==> src/rtl/svpwm_pkg.sv <==
// ----------------------------------------------------------------------------
// svpwm_pkg
// Shared types and constants for the space vector PWM generator: field
// widths, parameter defaults, the sector labels and the record passed from
// the front-end pipeline to the timing back end.
// ----------------------------------------------------------------------------
package svpwm_pkg;

    localparam int IN_W     = 16;  // v_alpha / v_beta
    localparam int DUTY_W   = 16;  // compare value outputs
    localparam int CFG_W    = 16;  // pwm_period write data
    localparam int SECTOR_W = 3;
    localparam int RED_W    = 17;  // active time after rounding to 2^-F units

    localparam int PERIOD_WIDTH_DEF = 16;
    localparam int FRAC_BITS_DEF    = 15;

    localparam logic [CFG_W-1:0] PERIOD_RESET = 16'd1000;

    // sqrt(3)/2 in Q0.32
    localparam logic [63:0] SQRT3_BY2_Q32 = 64'd3719550787;

    typedef enum logic [SECTOR_W-1:0] {
        SECTOR_1 = 3'd1,
        SECTOR_2 = 3'd2,
        SECTOR_3 = 3'd3,
        SECTOR_4 = 3'd4,
        SECTOR_5 = 3'd5,
        SECTOR_6 = 3'd6
    } sector_t;

    // Output of the front end: sector and the two adjacent active times
    typedef struct packed {
        logic             valid;
        sector_t          sector;
        logic [RED_W-1:0] t1;
        logic [RED_W-1:0] t2;
    } front_t;

endpackage

==> src/rtl/svpwm_front.sv <==
// ----------------------------------------------------------------------------
// svpwm_front
// Three-stage front end: scales alpha by sqrt(3)/2, forms the three
// reference voltages, decodes the sector and rounds the two active times.
// ----------------------------------------------------------------------------
module svpwm_front #(
    parameter int FRAC_BITS = svpwm_pkg::FRAC_BITS_DEF
) (
    input  logic                                 clk,
    input  logic                                 rst_n,
    input  logic                                 in_valid,
    output logic                                 in_ready,
    input  logic signed [svpwm_pkg::IN_W-1:0]    v_alpha,
    input  logic signed [svpwm_pkg::IN_W-1:0]    v_beta,
    output svpwm_pkg::front_t                    front_out,
    input  logic                                 front_ready
);
    import svpwm_pkg::*;

    localparam int KAW  = FRAC_BITS + IN_W + 1;
    localparam int VW   = FRAC_BITS + IN_W + 2;
    localparam int VW1  = VW + 1;
    localparam logic [63:0] K64 =
        (SQRT3_BY2_Q32 + (64'd1 << (31 - FRAC_BITS))) >> (32 - FRAC_BITS);
    localparam logic [FRAC_BITS:0] K_COEF = {1'b0, K64[FRAC_BITS-1:0]};
    localparam logic [VW:0] HALF_RND = VW1'(64'd1 << (FRAC_BITS - 1));

    // stage enables: a stage loads when empty or when its contents move on
    logic en_f1, en_f2, en_f3;

    // stage 1: alpha product
    logic                  f1_valid_reg;
    logic signed [KAW-1:0] ka_reg, ka_next;
    logic signed [IN_W-1:0] b1_reg;

    // stage 2: references
    logic                 f2_valid_reg;
    logic signed [VW-1:0] vr2_reg, vr2_next;
    logic signed [VW-1:0] vr2n_reg, vr2n_next;
    logic signed [VW-1:0] vr3_reg, vr3_next;
    logic signed [VW-1:0] vr3n_reg, vr3n_next;
    logic [VW-1:0]        vr1_abs_reg, vr1_abs_next;
    logic                 b_neg_reg;
    logic signed [VW-1:0] b_ext, ka_ext, hb;

    // stage 3: sector and rounded times
    logic             f3_valid_reg;
    sector_t          f3_sector_reg, sector_next;
    logic [RED_W-1:0] f3_t1_reg, f3_t2_reg, t1_next, t2_next;
    logic [VW-1:0]    t1_sel, t2_sel;
    logic [VW:0]      t1_rnd, t2_rnd;

    assign en_f3    = !f3_valid_reg || front_ready;
    assign en_f2    = !f2_valid_reg || en_f3;
    assign en_f1    = !f1_valid_reg || en_f2;
    assign in_ready = en_f1;

    assign ka_next = KAW'(v_alpha) * KAW'($signed(K_COEF));

    assign b_ext  = {{(VW - IN_W){b1_reg[IN_W-1]}}, b1_reg};
    assign ka_ext = {{(VW - KAW){ka_reg[KAW-1]}}, ka_reg};
    assign hb     = b_ext <<< (FRAC_BITS - 1);

    assign vr2_next  = ka_ext - hb;
    assign vr2n_next = hb - ka_ext;
    assign vr3_next  = -hb - ka_ext;
    assign vr3n_next = hb + ka_ext;
    assign vr1_abs_next = b1_reg[IN_W-1] ? VW'((-b_ext) <<< FRAC_BITS)
                                         : VW'(b_ext <<< FRAC_BITS);

    // sector decode on the exact reference signs
    always_comb
    begin
        if (!b_neg_reg)
        begin
            if (!vr2_reg[VW-1])
            begin
                sector_next = SECTOR_3;
                t1_sel      = vr2_reg;
                t2_sel      = vr1_abs_reg;
            end
            else if (!vr3_reg[VW-1])
            begin
                sector_next = SECTOR_5;
                t1_sel      = vr1_abs_reg;
                t2_sel      = vr3_reg;
            end
            else
            begin
                sector_next = SECTOR_1;
                t1_sel      = vr2n_reg;
                t2_sel      = vr3n_reg;
            end
        end
        else
        begin
            if (!vr2_reg[VW-1])
            begin
                if (!vr3_reg[VW-1])
                begin
                    sector_next = SECTOR_6;
                    t1_sel      = vr3_reg;
                    t2_sel      = vr2_reg;
                end
                else
                begin
                    sector_next = SECTOR_2;
                    t1_sel      = vr3n_reg;
                    t2_sel      = vr1_abs_reg;
                end
            end
            else
            begin
                sector_next = SECTOR_4;
                t1_sel      = vr1_abs_reg;
                t2_sel      = vr2n_reg;
            end
        end
    end

    // round half up to 2^-F units
    assign t1_rnd  = {1'b0, t1_sel} + HALF_RND;
    assign t2_rnd  = {1'b0, t2_sel} + HALF_RND;
    assign t1_next = t1_rnd[FRAC_BITS+RED_W-1:FRAC_BITS];
    assign t2_next = t2_rnd[FRAC_BITS+RED_W-1:FRAC_BITS];

    always_ff @(posedge clk or negedge rst_n)
    begin
        if (!rst_n)
        begin
            f1_valid_reg <= 1'b0;
            f2_valid_reg <= 1'b0;
            f3_valid_reg <= 1'b0;
        end
        else
        begin
            if (en_f1)
                f1_valid_reg <= in_valid;
            if (en_f2)
                f2_valid_reg <= f1_valid_reg;
            if (en_f3)
                f3_valid_reg <= f2_valid_reg;
        end
    end

    always_ff @(posedge clk)
    begin
        if (en_f1)
        begin
            ka_reg <= ka_next;
            b1_reg <= v_beta;
        end
        if (en_f2)
        begin
            vr2_reg     <= vr2_next;
            vr2n_reg    <= vr2n_next;
            vr3_reg     <= vr3_next;
            vr3n_reg    <= vr3n_next;
            vr1_abs_reg <= vr1_abs_next;
            b_neg_reg   <= b1_reg[IN_W-1];
        end
        if (en_f3)
        begin
            f3_sector_reg <= sector_next;
            f3_t1_reg     <= t1_next;
            f3_t2_reg     <= t2_next;
        end
    end

    assign front_out.valid  = f3_valid_reg;
    assign front_out.sector = f3_sector_reg;
    assign front_out.t1     = f3_t1_reg;
    assign front_out.t2     = f3_t2_reg;

endmodule

==> src/rtl/space_vector_pwm_generator.sv <==
// ----------------------------------------------------------------------------
// space_vector_pwm_generator
// Space vector PWM: turns one alpha/beta voltage vector into three centered
// compare values and a sector label.
// ----------------------------------------------------------------------------
// Usage: drive v_alpha / v_beta (signed Q1.15, 1.0 = one full period) with
// in_valid; each transfer yields exactly one result (duty_phase_a/b/c and
// sector_code). The block is a seven-stage pipeline and accepts one vector
// every clock cycle while in_stall is low: three front stages (alpha times
// sqrt(3)/2, reference voltages, sector decode and rounding of the active
// times) and four back stages (active times times the period, centered
// zero-vector time, the edge times ta and tb, phase permutation with saturation
// into the output register). Stalls fill bubbles first, so inputs keep
// flowing while a result waits at the output.
// Compare values are saturated to 0..pwm_period when the vector lies outside
// the hexagon. pwm_period is written through the cfg channel, which is always
// ready; write it only while no vector is in flight.
// ----------------------------------------------------------------------------
module space_vector_pwm_generator #(
    parameter int PERIOD_WIDTH = svpwm_pkg::PERIOD_WIDTH_DEF,
    parameter int FRAC_BITS    = svpwm_pkg::FRAC_BITS_DEF
) (
    input  logic                                clk,
    input  logic                                rst_n,
    // vector input
    input  logic                                in_valid,
    output logic                                in_stall,
    input  logic signed [svpwm_pkg::IN_W-1:0]   v_alpha,
    input  logic signed [svpwm_pkg::IN_W-1:0]   v_beta,
    // compare value output
    output logic                                out_valid,
    input  logic                                out_stall,
    output logic [svpwm_pkg::DUTY_W-1:0]        duty_phase_a,
    output logic [svpwm_pkg::DUTY_W-1:0]        duty_phase_b,
    output logic [svpwm_pkg::DUTY_W-1:0]        duty_phase_c,
    output logic [svpwm_pkg::SECTOR_W-1:0]      sector_code,
    // period write
    input  logic                                cfg_valid,
    output logic                                cfg_ready,
    input  logic [svpwm_pkg::CFG_W-1:0]         pwm_period
);
    import svpwm_pkg::*;

    // stored period keeps the low min(PERIOD_WIDTH, CFG_W) bits of a write,
    // but must still hold the reset value
    localparam int PER_W  = (PERIOD_WIDTH < CFG_W) ? PERIOD_WIDTH : CFG_W;
    localparam int PREG_W = (PER_W > 10) ? PER_W : 10;
    localparam int PW     = RED_W + PREG_W;
    localparam int SW     = ((PREG_W + FRAC_BITS > PW + 1) ? PREG_W + FRAC_BITS
                                                           : PW + 1) + 2;
    localparam logic [CFG_W-1:0] PERIOD_MASK =
        CFG_W'((64'd1 << PER_W) - 64'd1);
    localparam logic signed [SW-1:0] HALF_S = SW'(64'd1 << (FRAC_BITS - 1));

    // ------------------------------------------------------------------
    // Period register
    // ------------------------------------------------------------------
    logic [PREG_W-1:0] period_reg, period_next;

    assign cfg_ready   = 1'b1;
    assign period_next = PREG_W'(pwm_period & PERIOD_MASK);

    always_ff @(posedge clk or negedge rst_n)
    begin
        if (!rst_n)
            period_reg <= PREG_W'(PERIOD_RESET);
        else if (cfg_valid && cfg_ready)
            period_reg <= period_next;
    end

    // full scale in 2^-F count units
    logic signed [SW-1:0] full_s;
    assign full_s = $signed(SW'({period_reg, {FRAC_BITS{1'b0}}}));

    // ------------------------------------------------------------------
    // Front end: sector decode and rounded active times
    // ------------------------------------------------------------------
    front_t front;
    logic   front_ready;
    logic   in_ready;

    svpwm_front #(
        .FRAC_BITS (FRAC_BITS)
    ) u_front (
        .clk         (clk),
        .rst_n       (rst_n),
        .in_valid    (in_valid),
        .in_ready    (in_ready),
        .v_alpha     (v_alpha),
        .v_beta      (v_beta),
        .front_out   (front),
        .front_ready (front_ready)
    );

    assign in_stall = !in_ready;

    // ------------------------------------------------------------------
    // Back end pipeline control: each stage advances when empty or when
    // the stage after it advances
    // ------------------------------------------------------------------
    logic en_b1, en_b2, en_b3, en_out;
    logic b1_valid_reg, b2_valid_reg, b3_valid_reg, out_valid_reg;

    assign en_out      = !out_valid_reg || !out_stall;
    assign en_b3       = !b3_valid_reg || en_out;
    assign en_b2       = !b2_valid_reg || en_b3;
    assign en_b1       = !b1_valid_reg || en_b2;
    assign front_ready = en_b1;

    always_ff @(posedge clk or negedge rst_n)
    begin
        if (!rst_n)
        begin
            b1_valid_reg  <= 1'b0;
            b2_valid_reg  <= 1'b0;
            b3_valid_reg  <= 1'b0;
            out_valid_reg <= 1'b0;
        end
        else
        begin
            if (en_b1)
                b1_valid_reg <= front.valid;
            if (en_b2)
                b2_valid_reg <= b1_valid_reg;
            if (en_b3)
                b3_valid_reg <= b2_valid_reg;
            if (en_out)
                out_valid_reg <= b3_valid_reg;
        end
    end

    // ------------------------------------------------------------------
    // Stage B1: scale both active times by the period
    // ------------------------------------------------------------------
    sector_t       b1_sector_reg;
    logic [PW-1:0] b1_p1_reg, b1_p2_reg, p1_next, p2_next;

    assign p1_next = PW'(front.t1) * PW'(period_reg);
    assign p2_next = PW'(front.t2) * PW'(period_reg);

    // ------------------------------------------------------------------
    // Stage B2: zero-vector time tc = floor((full - t1 - t2) / 2)
    // ------------------------------------------------------------------
    sector_t              b2_sector_reg;
    logic signed [SW-1:0] b2_tc_reg, tc_next, tc_diff;
    logic [PW-1:0]        b2_p2_reg;
    logic [PW:0]          b2_sum_reg, sum_next;

    assign sum_next = {1'b0, b1_p1_reg} + {1'b0, b1_p2_reg};
    assign tc_diff  = full_s - $signed(SW'(sum_next));
    assign tc_next  = tc_diff >>> 1;

    // ------------------------------------------------------------------
    // Stage B3: tb = tc + t2, ta = tc + t1 + t2
    // ------------------------------------------------------------------
    sector_t              b3_sector_reg;
    logic signed [SW-1:0] b3_ta_reg, b3_tb_reg, b3_tc_reg, ta_next, tb_next;

    assign tb_next = b2_tc_reg + $signed(SW'(b2_p2_reg));
    assign ta_next = b2_tc_reg + $signed(SW'(b2_sum_reg));

    // ------------------------------------------------------------------
    // Stage B4: hand the times to the phases, saturate, round to counts
    // ------------------------------------------------------------------
    logic signed [SW-1:0] pa, pb, pc;
    logic [DUTY_W-1:0]    duty_a_reg, duty_b_reg, duty_c_reg;
    logic [DUTY_W-1:0]    duty_a_next, duty_b_next, duty_c_next;
    sector_t              sector_reg;

    function automatic logic [PREG_W-1:0] to_counts(
        input logic signed [SW-1:0] x,
        input logic signed [SW-1:0] full,
        input logic [PREG_W-1:0]    per
    );
        logic signed [SW-1:0] rnd;
        rnd = x + HALF_S;
        if (x <= 0)
            to_counts = '0;
        else if (x >= full)
            to_counts = per;
        else
            to_counts = rnd[FRAC_BITS+PREG_W-1:FRAC_BITS];
    endfunction

    always_comb
    begin
        case (b3_sector_reg)
            SECTOR_3:
            begin
                pa = b3_ta_reg; pb = b3_tb_reg; pc = b3_tc_reg;
            end
            SECTOR_5:
            begin
                pa = b3_tc_reg; pb = b3_ta_reg; pc = b3_tb_reg;
            end
            SECTOR_1:
            begin
                pa = b3_tb_reg; pb = b3_ta_reg; pc = b3_tc_reg;
            end
            SECTOR_6:
            begin
                pa = b3_tb_reg; pb = b3_tc_reg; pc = b3_ta_reg;
            end
            SECTOR_2:
            begin
                pa = b3_ta_reg; pb = b3_tc_reg; pc = b3_tb_reg;
            end
            default:
            begin
                pa = b3_tc_reg; pb = b3_tb_reg; pc = b3_ta_reg;
            end
        endcase
    end

    assign duty_a_next = DUTY_W'(to_counts(pa, full_s, period_reg));
    assign duty_b_next = DUTY_W'(to_counts(pb, full_s, period_reg));
    assign duty_c_next = DUTY_W'(to_counts(pc, full_s, period_reg));

    // payload registers; they load only when their stage advances
    always_ff @(posedge clk)
    begin
        if (en_b1)
        begin
            b1_sector_reg <= front.sector;
            b1_p1_reg     <= p1_next;
            b1_p2_reg     <= p2_next;
        end
        if (en_b2)
        begin
            b2_sector_reg <= b1_sector_reg;
            b2_tc_reg     <= tc_next;
            b2_p2_reg     <= b1_p2_reg;
            b2_sum_reg    <= sum_next;
        end
        if (en_b3)
        begin
            b3_sector_reg <= b2_sector_reg;
            b3_ta_reg     <= ta_next;
            b3_tb_reg     <= tb_next;
            b3_tc_reg     <= b2_tc_reg;
        end
        if (en_out)
        begin
            sector_reg <= b3_sector_reg;
            duty_a_reg <= duty_a_next;
            duty_b_reg <= duty_b_next;
            duty_c_reg <= duty_c_next;
        end
    end

    assign out_valid    = out_valid_reg;
    assign duty_phase_a = duty_a_reg;
    assign duty_phase_b = duty_b_reg;
    assign duty_phase_c = duty_c_reg;
    assign sector_code  = sector_reg;

    // ------------------------------------------------------------------
    // Assertions
    // ------------------------------------------------------------------
    // an empty output stage lets every stage advance, so the input is free
    a_no_stall_when_empty: assert property (
        @(posedge clk) disable iff (!rst_n)
        !out_valid_reg |-> !in_stall
    ) else $error("input stalled while the output stage is empty");

    // in sector 3 phase A carries ta, B tb and C tc
    a_sector3_order: assert property (
        @(posedge clk) disable iff (!rst_n)
        (out_valid_reg && sector_reg == SECTOR_3) |->
            (duty_a_reg >= duty_b_reg && duty_b_reg >= duty_c_reg)
    ) else $error("phase order broken in sector 3");

    // in sector 4 phase C carries ta, B tb and A tc
    a_sector4_order: assert property (
        @(posedge clk) disable iff (!rst_n)
        (out_valid_reg && sector_reg == SECTOR_4) |->
            (duty_c_reg >= duty_b_reg && duty_b_reg >= duty_a_reg)
    ) else $error("phase order broken in sector 4");

endmodule
==> config.mk <==
export PLATFORM = sky130hd
export DESIGN_NAME = space_vector_pwm_generator
export DESIGN_NICKNAME = d
export VERILOG_FILES = /design/src/rtl/svpwm_pkg.sv /design/src/rtl/svpwm_front.sv /design/src/rtl/space_vector_pwm_generator.sv
export SDC_FILE = /design/constraint.sdc
export NUM_CORES = 2
export LEC_CHECK = 0
export BUFFER_PORTS_ARGS = -buffer_cell sky130_fd_sc_hd__buf_2
export CORE_MARGIN = 2
export CORE_UTILIZATION = 59
export DETAILED_ROUTE_END_ITERATION = 10
export MAX_ROUTING_LAYER = met4
export PLACE_DENSITY = 0.79
export REMOVE_ABC_BUFFERS = 1
export SKIP_CTS_REPAIR_TIMING = 1
export SLEW_MARGIN = 10
export SYNTH_ARGS = -nofsm -noshare
export SYNTH_HDL_FRONTEND = slang
export SYNTH_SLANG_ARGS = --single-unit
==> constraint.sdc <==
create_clock -name clk -period 6.8 [get_ports clk]
set_input_delay 0.68 -clock clk [delete_from_list [all_inputs] [get_ports clk]]
set_output_delay 0.68 -clock clk [all_outputs]
set_load 0.1 [all_outputs]
# Word-level counts from Yosys, hierarchy flattened
# Index checks and enable logic that the tools add are counted.
word_totals:
  reg_bits: 603
  inputBits: 53
  word_cells: 107
op_classes:
  n_addsub: 15
  mul: 3
  magnitude_cmp: 6
  eq_ne: 5
  mux: 21
  reduce_logical: 22
ops:
  columns: ["op", "n"]
  rows:
  - ["2-to-1 mux 32 bit", 9]
  - ["case mux 36 bit (2 select lines)", 3]
  - [">= comparator 36 x 32 -> 1 bit", 3]
  - ["less-or-equal comparator 36 x 1 -> 1 bit (second input constant)", 3]
  - ["adder 31 x 16 -> 31 bit (second input constant)", 3]
  - ["multiplier 17 x 16 -> 33 bit", 2]
  - ["adder 32 x 15 -> 32 bit (second input constant)", 2]
  - ["2-to-1 mux 16 bit", 3]
  - ["adder 34 x 35 -> 36 bit", 1]
  - ["adder 34 x 34 -> 35 bit", 1]
  - ["subtractor 31 x 34 -> 35 bit", 1]
  - ["adder 33 x 33 -> 34 bit", 1]
  - ["negation 30 -> 33 bit", 1]
  - ["subtractor 32 x 30 -> 33 bit", 1]
  - ["subtractor 33 x 32 -> 33 bit", 1]
  - ["adder 30 x 32 -> 32 bit", 1]
  - ["subtractor 30 x 32 -> 32 bit", 1]
  - ["multiplier 16 x 15 -> 31 bit (second input constant)", 1]
  - ["2-to-1 mux 30 bit", 1]
  - ["negation 16 -> 17 bit", 1]
  - ["2-to-1 mux 3 bit", 5]
  - ["OR reduction 2 bit", 6]
  - ["zero test 1 bit", 9]
  - ["logical OR 1 bit", 7]
  - ["other kinds (3)", 5]

# Depth between registers and ports, before layout
logic_depth:
  word_depth: 9
  mapped_depth: 26

# Modules after synthesis
# Synthesis repeated with hierarchy kept, for this count alone.
hier_totals:
  hier_cells: 5605
  area_unflattened_um2: 56430.4
by_module_without_submodules:
  columns: ["module", "instances", "cells_each", "area_per_inst_um2"]
  rows:
  - ["space_vector_pwm_generator", 1, 3916, 38493.2]
  - ["svpwm_front", 1, 1689, 17937.2]

# Worst setup path before layout
# OpenSTA, ideal clock, no wires.
synth_path:
  kind: "register to register"
  start: "reg period_reg[3]"
  end: "reg b1_p1_reg[32], data pin"
  setup_time_ns: 0.260
  arrival_time_ns: 6.786
  t_required_ns: 6.540
  slack_ns: -0.246
  stages_incl_launch_ff: 24
  n_path_buf: 2
  period_less_slack_ns: 7.046
  cell_sequence: "dfstp_2 > clkbuf_1 > clkbuf_1 > nand2_1 > fa_1 > fa_1 > fa_1 > fa_1 > inv_1 > fa_1 > fa_1 > ha_1 > a21o_1 > a21oi_1 > o21bai_1 > a21o_1 > a211o_1 > o221a_2 > o21ai_0 > o21ai_0 > a221o_1 > a221o_1 > a21oi_1 > xnor2_1"
synth_between:
  elab_chain_len: 1
synth_lines:
  columns: ["item", "line_no", "text"]
  rows:
  - ["start, declared", "space_vector_pwm_generator.sv:58", "logic [PREG_W-1:0] period_reg, period_next;"]
  - ["start signal, assigned", "space_vector_pwm_generator.sv:66", "period_reg <= PREG_W'(PERIOD_RESET);"]
  - ["start signal, assigned", "space_vector_pwm_generator.sv:68", "period_reg <= period_next;"]
  - ["multiplier 17 x 16 -> 33 bit", "space_vector_pwm_generator.sv:138", "assign p1_next = PW'(front.t1) * PW'(period_reg);"]
  - ["named net p1_next[32]", "space_vector_pwm_generator.sv:136", "logic [PW-1:0] b1_p1_reg, b1_p2_reg, p1_next, p2_next;"]
  - ["end signal, assigned", "space_vector_pwm_generator.sv:225", "b1_p1_reg <= p1_next;"]
  - ["end, declared", "space_vector_pwm_generator.sv:136", null]
# The timed path passes the listed nets, and every way through them passes these cells.
# A chain may end at the register's enable or synchronous reset.

# Worst setup path after layout
# Ends and elaborated chain as after synthesis.

==> flow_summary.yaml <==
outcome:
  status: "completed"
flow_run:
  cap_violations: 0
worst_setup_path:
  reg2reg_slack_ns: 0.19
  worst_path_most_repeated_cell: "fa_1"
  path_buf_inv: 6
  rr_worst_depth: 23
  path_class: "reg2reg"
  cp-start-kind: "flop"
  slowest_stage: "dfstp_2"
  crit_chain: "buf_4 -> buf_6 -> nand2_1 -> fa_1 -> fa_1 -> fa_1 -> inv_1 -> fa_1 -> fa_1 -> inv_1 -> fa_1 -> inv_1 -> ha_1 -> a21o_1 -> a211o_1 -> o221a_4 -> o21ai_2 -> buf_6 -> o21ai_2 -> a221o_1 -> a221o_1 -> a21oi_2 -> xnor2_1"
  worstPathArrival_ns: 7.02
  crit_family: "adder cells"
  worstPathMaxFanout: 7
  slowest_delay_ns: 0.60
  worstReg2RegStart: "period_reg[3]"
  end_kind: "flop"
  required_ns: 7.20
  timing.rr.end: "b1_p1_reg[32]"
global_routing:
  met1_usage: 0.353
  grt_usage: 0.303
  grt_pass1_wl_mm: 219
  met2_usage: 0.514
  grt_busiest_layer: "met2"
  antenna_found_initial: 7
  use_met3: 0.0477
  grt_pass1_vias: 41000
  grt-ovfl-total: 0
  grt_max_degree: 78
logic_synthesis:
  postSynth.asyncResetShare: 0.0434
  synth_cell_types: 95
  synth_area_mm2: 0.0551
  syn_area_per_cell_um2: 10.2
  synthTopCellsByCount: "853 x inv_1, 600 x ha_1, 542 x fa_1"
  synth_mux_area_frac: 0.0258
  ys_ff_latch: 530
  synthTopCellsByArea: "edfxtp_1 28%, fa_1 20%, ha_1 14%"
  synthAdderAreaFrac: 0.333
  post-synth-top-count-cell: "inv_1"
  syn_inst: 5398
  yosys.area_share.simple: 0.121
  synth_edf_count: 507
  synth_compound_area_frac: 0.107
  yosys.area_share.xor_xnor: 0.0553
  yosys_warnings: 0
  ys_seq_area_frac: 0.287
  synth_top_family_by_area: "adder cells"
  netlist.area_leader.share: 0.276
  synth_largest_area_cell: "edfxtp_1"
  ys.flop_type: "edfxtp_1"
cells_and_area:
  finish.utilization: 0.647
  design_area_mm2: 0.0601
  final_nets: 6756
  stdcell_count: 6866
  syn_to_final_growth_pct: 9.09
  drive_gt1_frac: 0.0942
  layout.filler_cells: 7151
  largest_register_ffs: 36
clocking:
  cts_tree: "built"
  root_buffer: "clkbuf_16"
  clk_pin_slew_ns: 0.07
  cts.path.max_buffers: 3
  ctsHtreeMaxLevel: 2
  worstSkewPairLatency_ns: 0.67
  cts.sinks: 530
  numCtsBuffers: 58
routing:
  drc_errors: 0
  routed_via_density: 5.81
  wl_per_cell_um: 20.3
  ant_nets: 0
  dr.pass1.iters: 6
  drt_iter0_markers: 3404
  dr_total_vias: 39900
  wl_mm: 139
placed_design:
  hpwlAfterDp_mm: 113
  place_inst: 6746
  gp_congestion: 0.989
  port_buffers: 105
  placed_area_mm2: 0.0579
timing:
  hold-worst-slack_ns: 0.104
  relSlewSlack: 0.160
  drv_slew: 0
  hold_viol: 0
  min_period_over_period: 0.973
  period_needed_ns: 6.61
  max_freq_mhz: 151
  setup_viol: 0
  fin_skew_ns: 0.0276
  tightest_slew_ns: 1.25
die:
  die_h_um: 310
  initial_core_util: 0.593
  fp-row-count: 112
  fp.dieW_um: 310
  die-area_mm2: 0.0958
  core_area_mm2: 0.0929
  io_pins: 107
worst_hold_path:
  hp-class: "in2async"
how the worst max path moves through the flow:
stage               cells past startpoint     startpoint       endpoint  slack [ns]
finish                                 23  period_reg[3]  b1_p1_reg[32]        0.19
global route                           23  period_reg[8]  b1_p1_reg[32]       -0.03
CTS                                    27  period_reg[7]  b1_p2_reg[30]        -0.1
detailed placement                     22  period_reg[5]  b1_p1_reg[25]       -0.08
global placement                       27  period_reg[7]  b1_p2_reg[32]       -0.04
floorplan                              21  period_reg[1]  b1_p1_reg[32]       -0.13
kinds of logic (layout without fill, tap and decap cells):
logic type               after synthesis  count (layout)
other                                  2               8
AND/OR/NAND/NOR                     1351            1351
adder cells (fa/ha/maj)             1142            1142
multiplexers                          94              94
buffers and inverters               1030            1238
AO/OA/AOI/OAI                        901             901
XOR/XNOR                             348             348
flip-flops                           530             530
layout make-up:
class / count / area, um2 / area share
tap: 1254 / 1570 / 0.0261
inverter: 857 / 3220 / 0.0536
multi-input combinational: 3838 / 35600 / 0.592
clock inverter: 33 / 387 / 0.00643
clock buffer: 72 / 1520 / 0.0254
sequential: 530 / 15800 / 0.263
timing repair buffer: 276 / 1970 / 0.0328
antenna: 6 / 15.0 / 0.000250
stage by stage:
| stage | setup TNS, ns | setup WS [ns] |
|---|---|---|
| final | 0 | 0.186 |
| after global routing | -0.0554 | -0.0264 |
| after CTS | -0.329 | -0.0985 |
| after detailed placement | -0.249 | -0.0823 |
| after global placement | -0.0711 | -0.0386 |
| after floorplan | -0.177 | -0.125 |
cell usage in the layout, fill, tap and decap left out, types with 62 or more instances in the layout:
cell type / instances
xnor2_1: 260
fa_1: 542
o21ai_0: 145
ha_1: 593
buf_2: 105
a21oi_1: 258
and2_1: 268
nand2_1: 423
inv_1: 851
a21o_1: 130
edfxtp_1: 507
nor2_1: 286
buf_4: 151
nand3_1: 62
xor2_1: 88
per-layer routing:
metal	vias to the layer above	part of all wire
met5	-	0
met2	1416	0.49
met3	368	0.064
met1	19600	0.39
met4	0	0.055
li1	18500	-
Power is not shown: default switching activity piles up to over one toggle a cycle in this logic, so the estimate is an artifact.
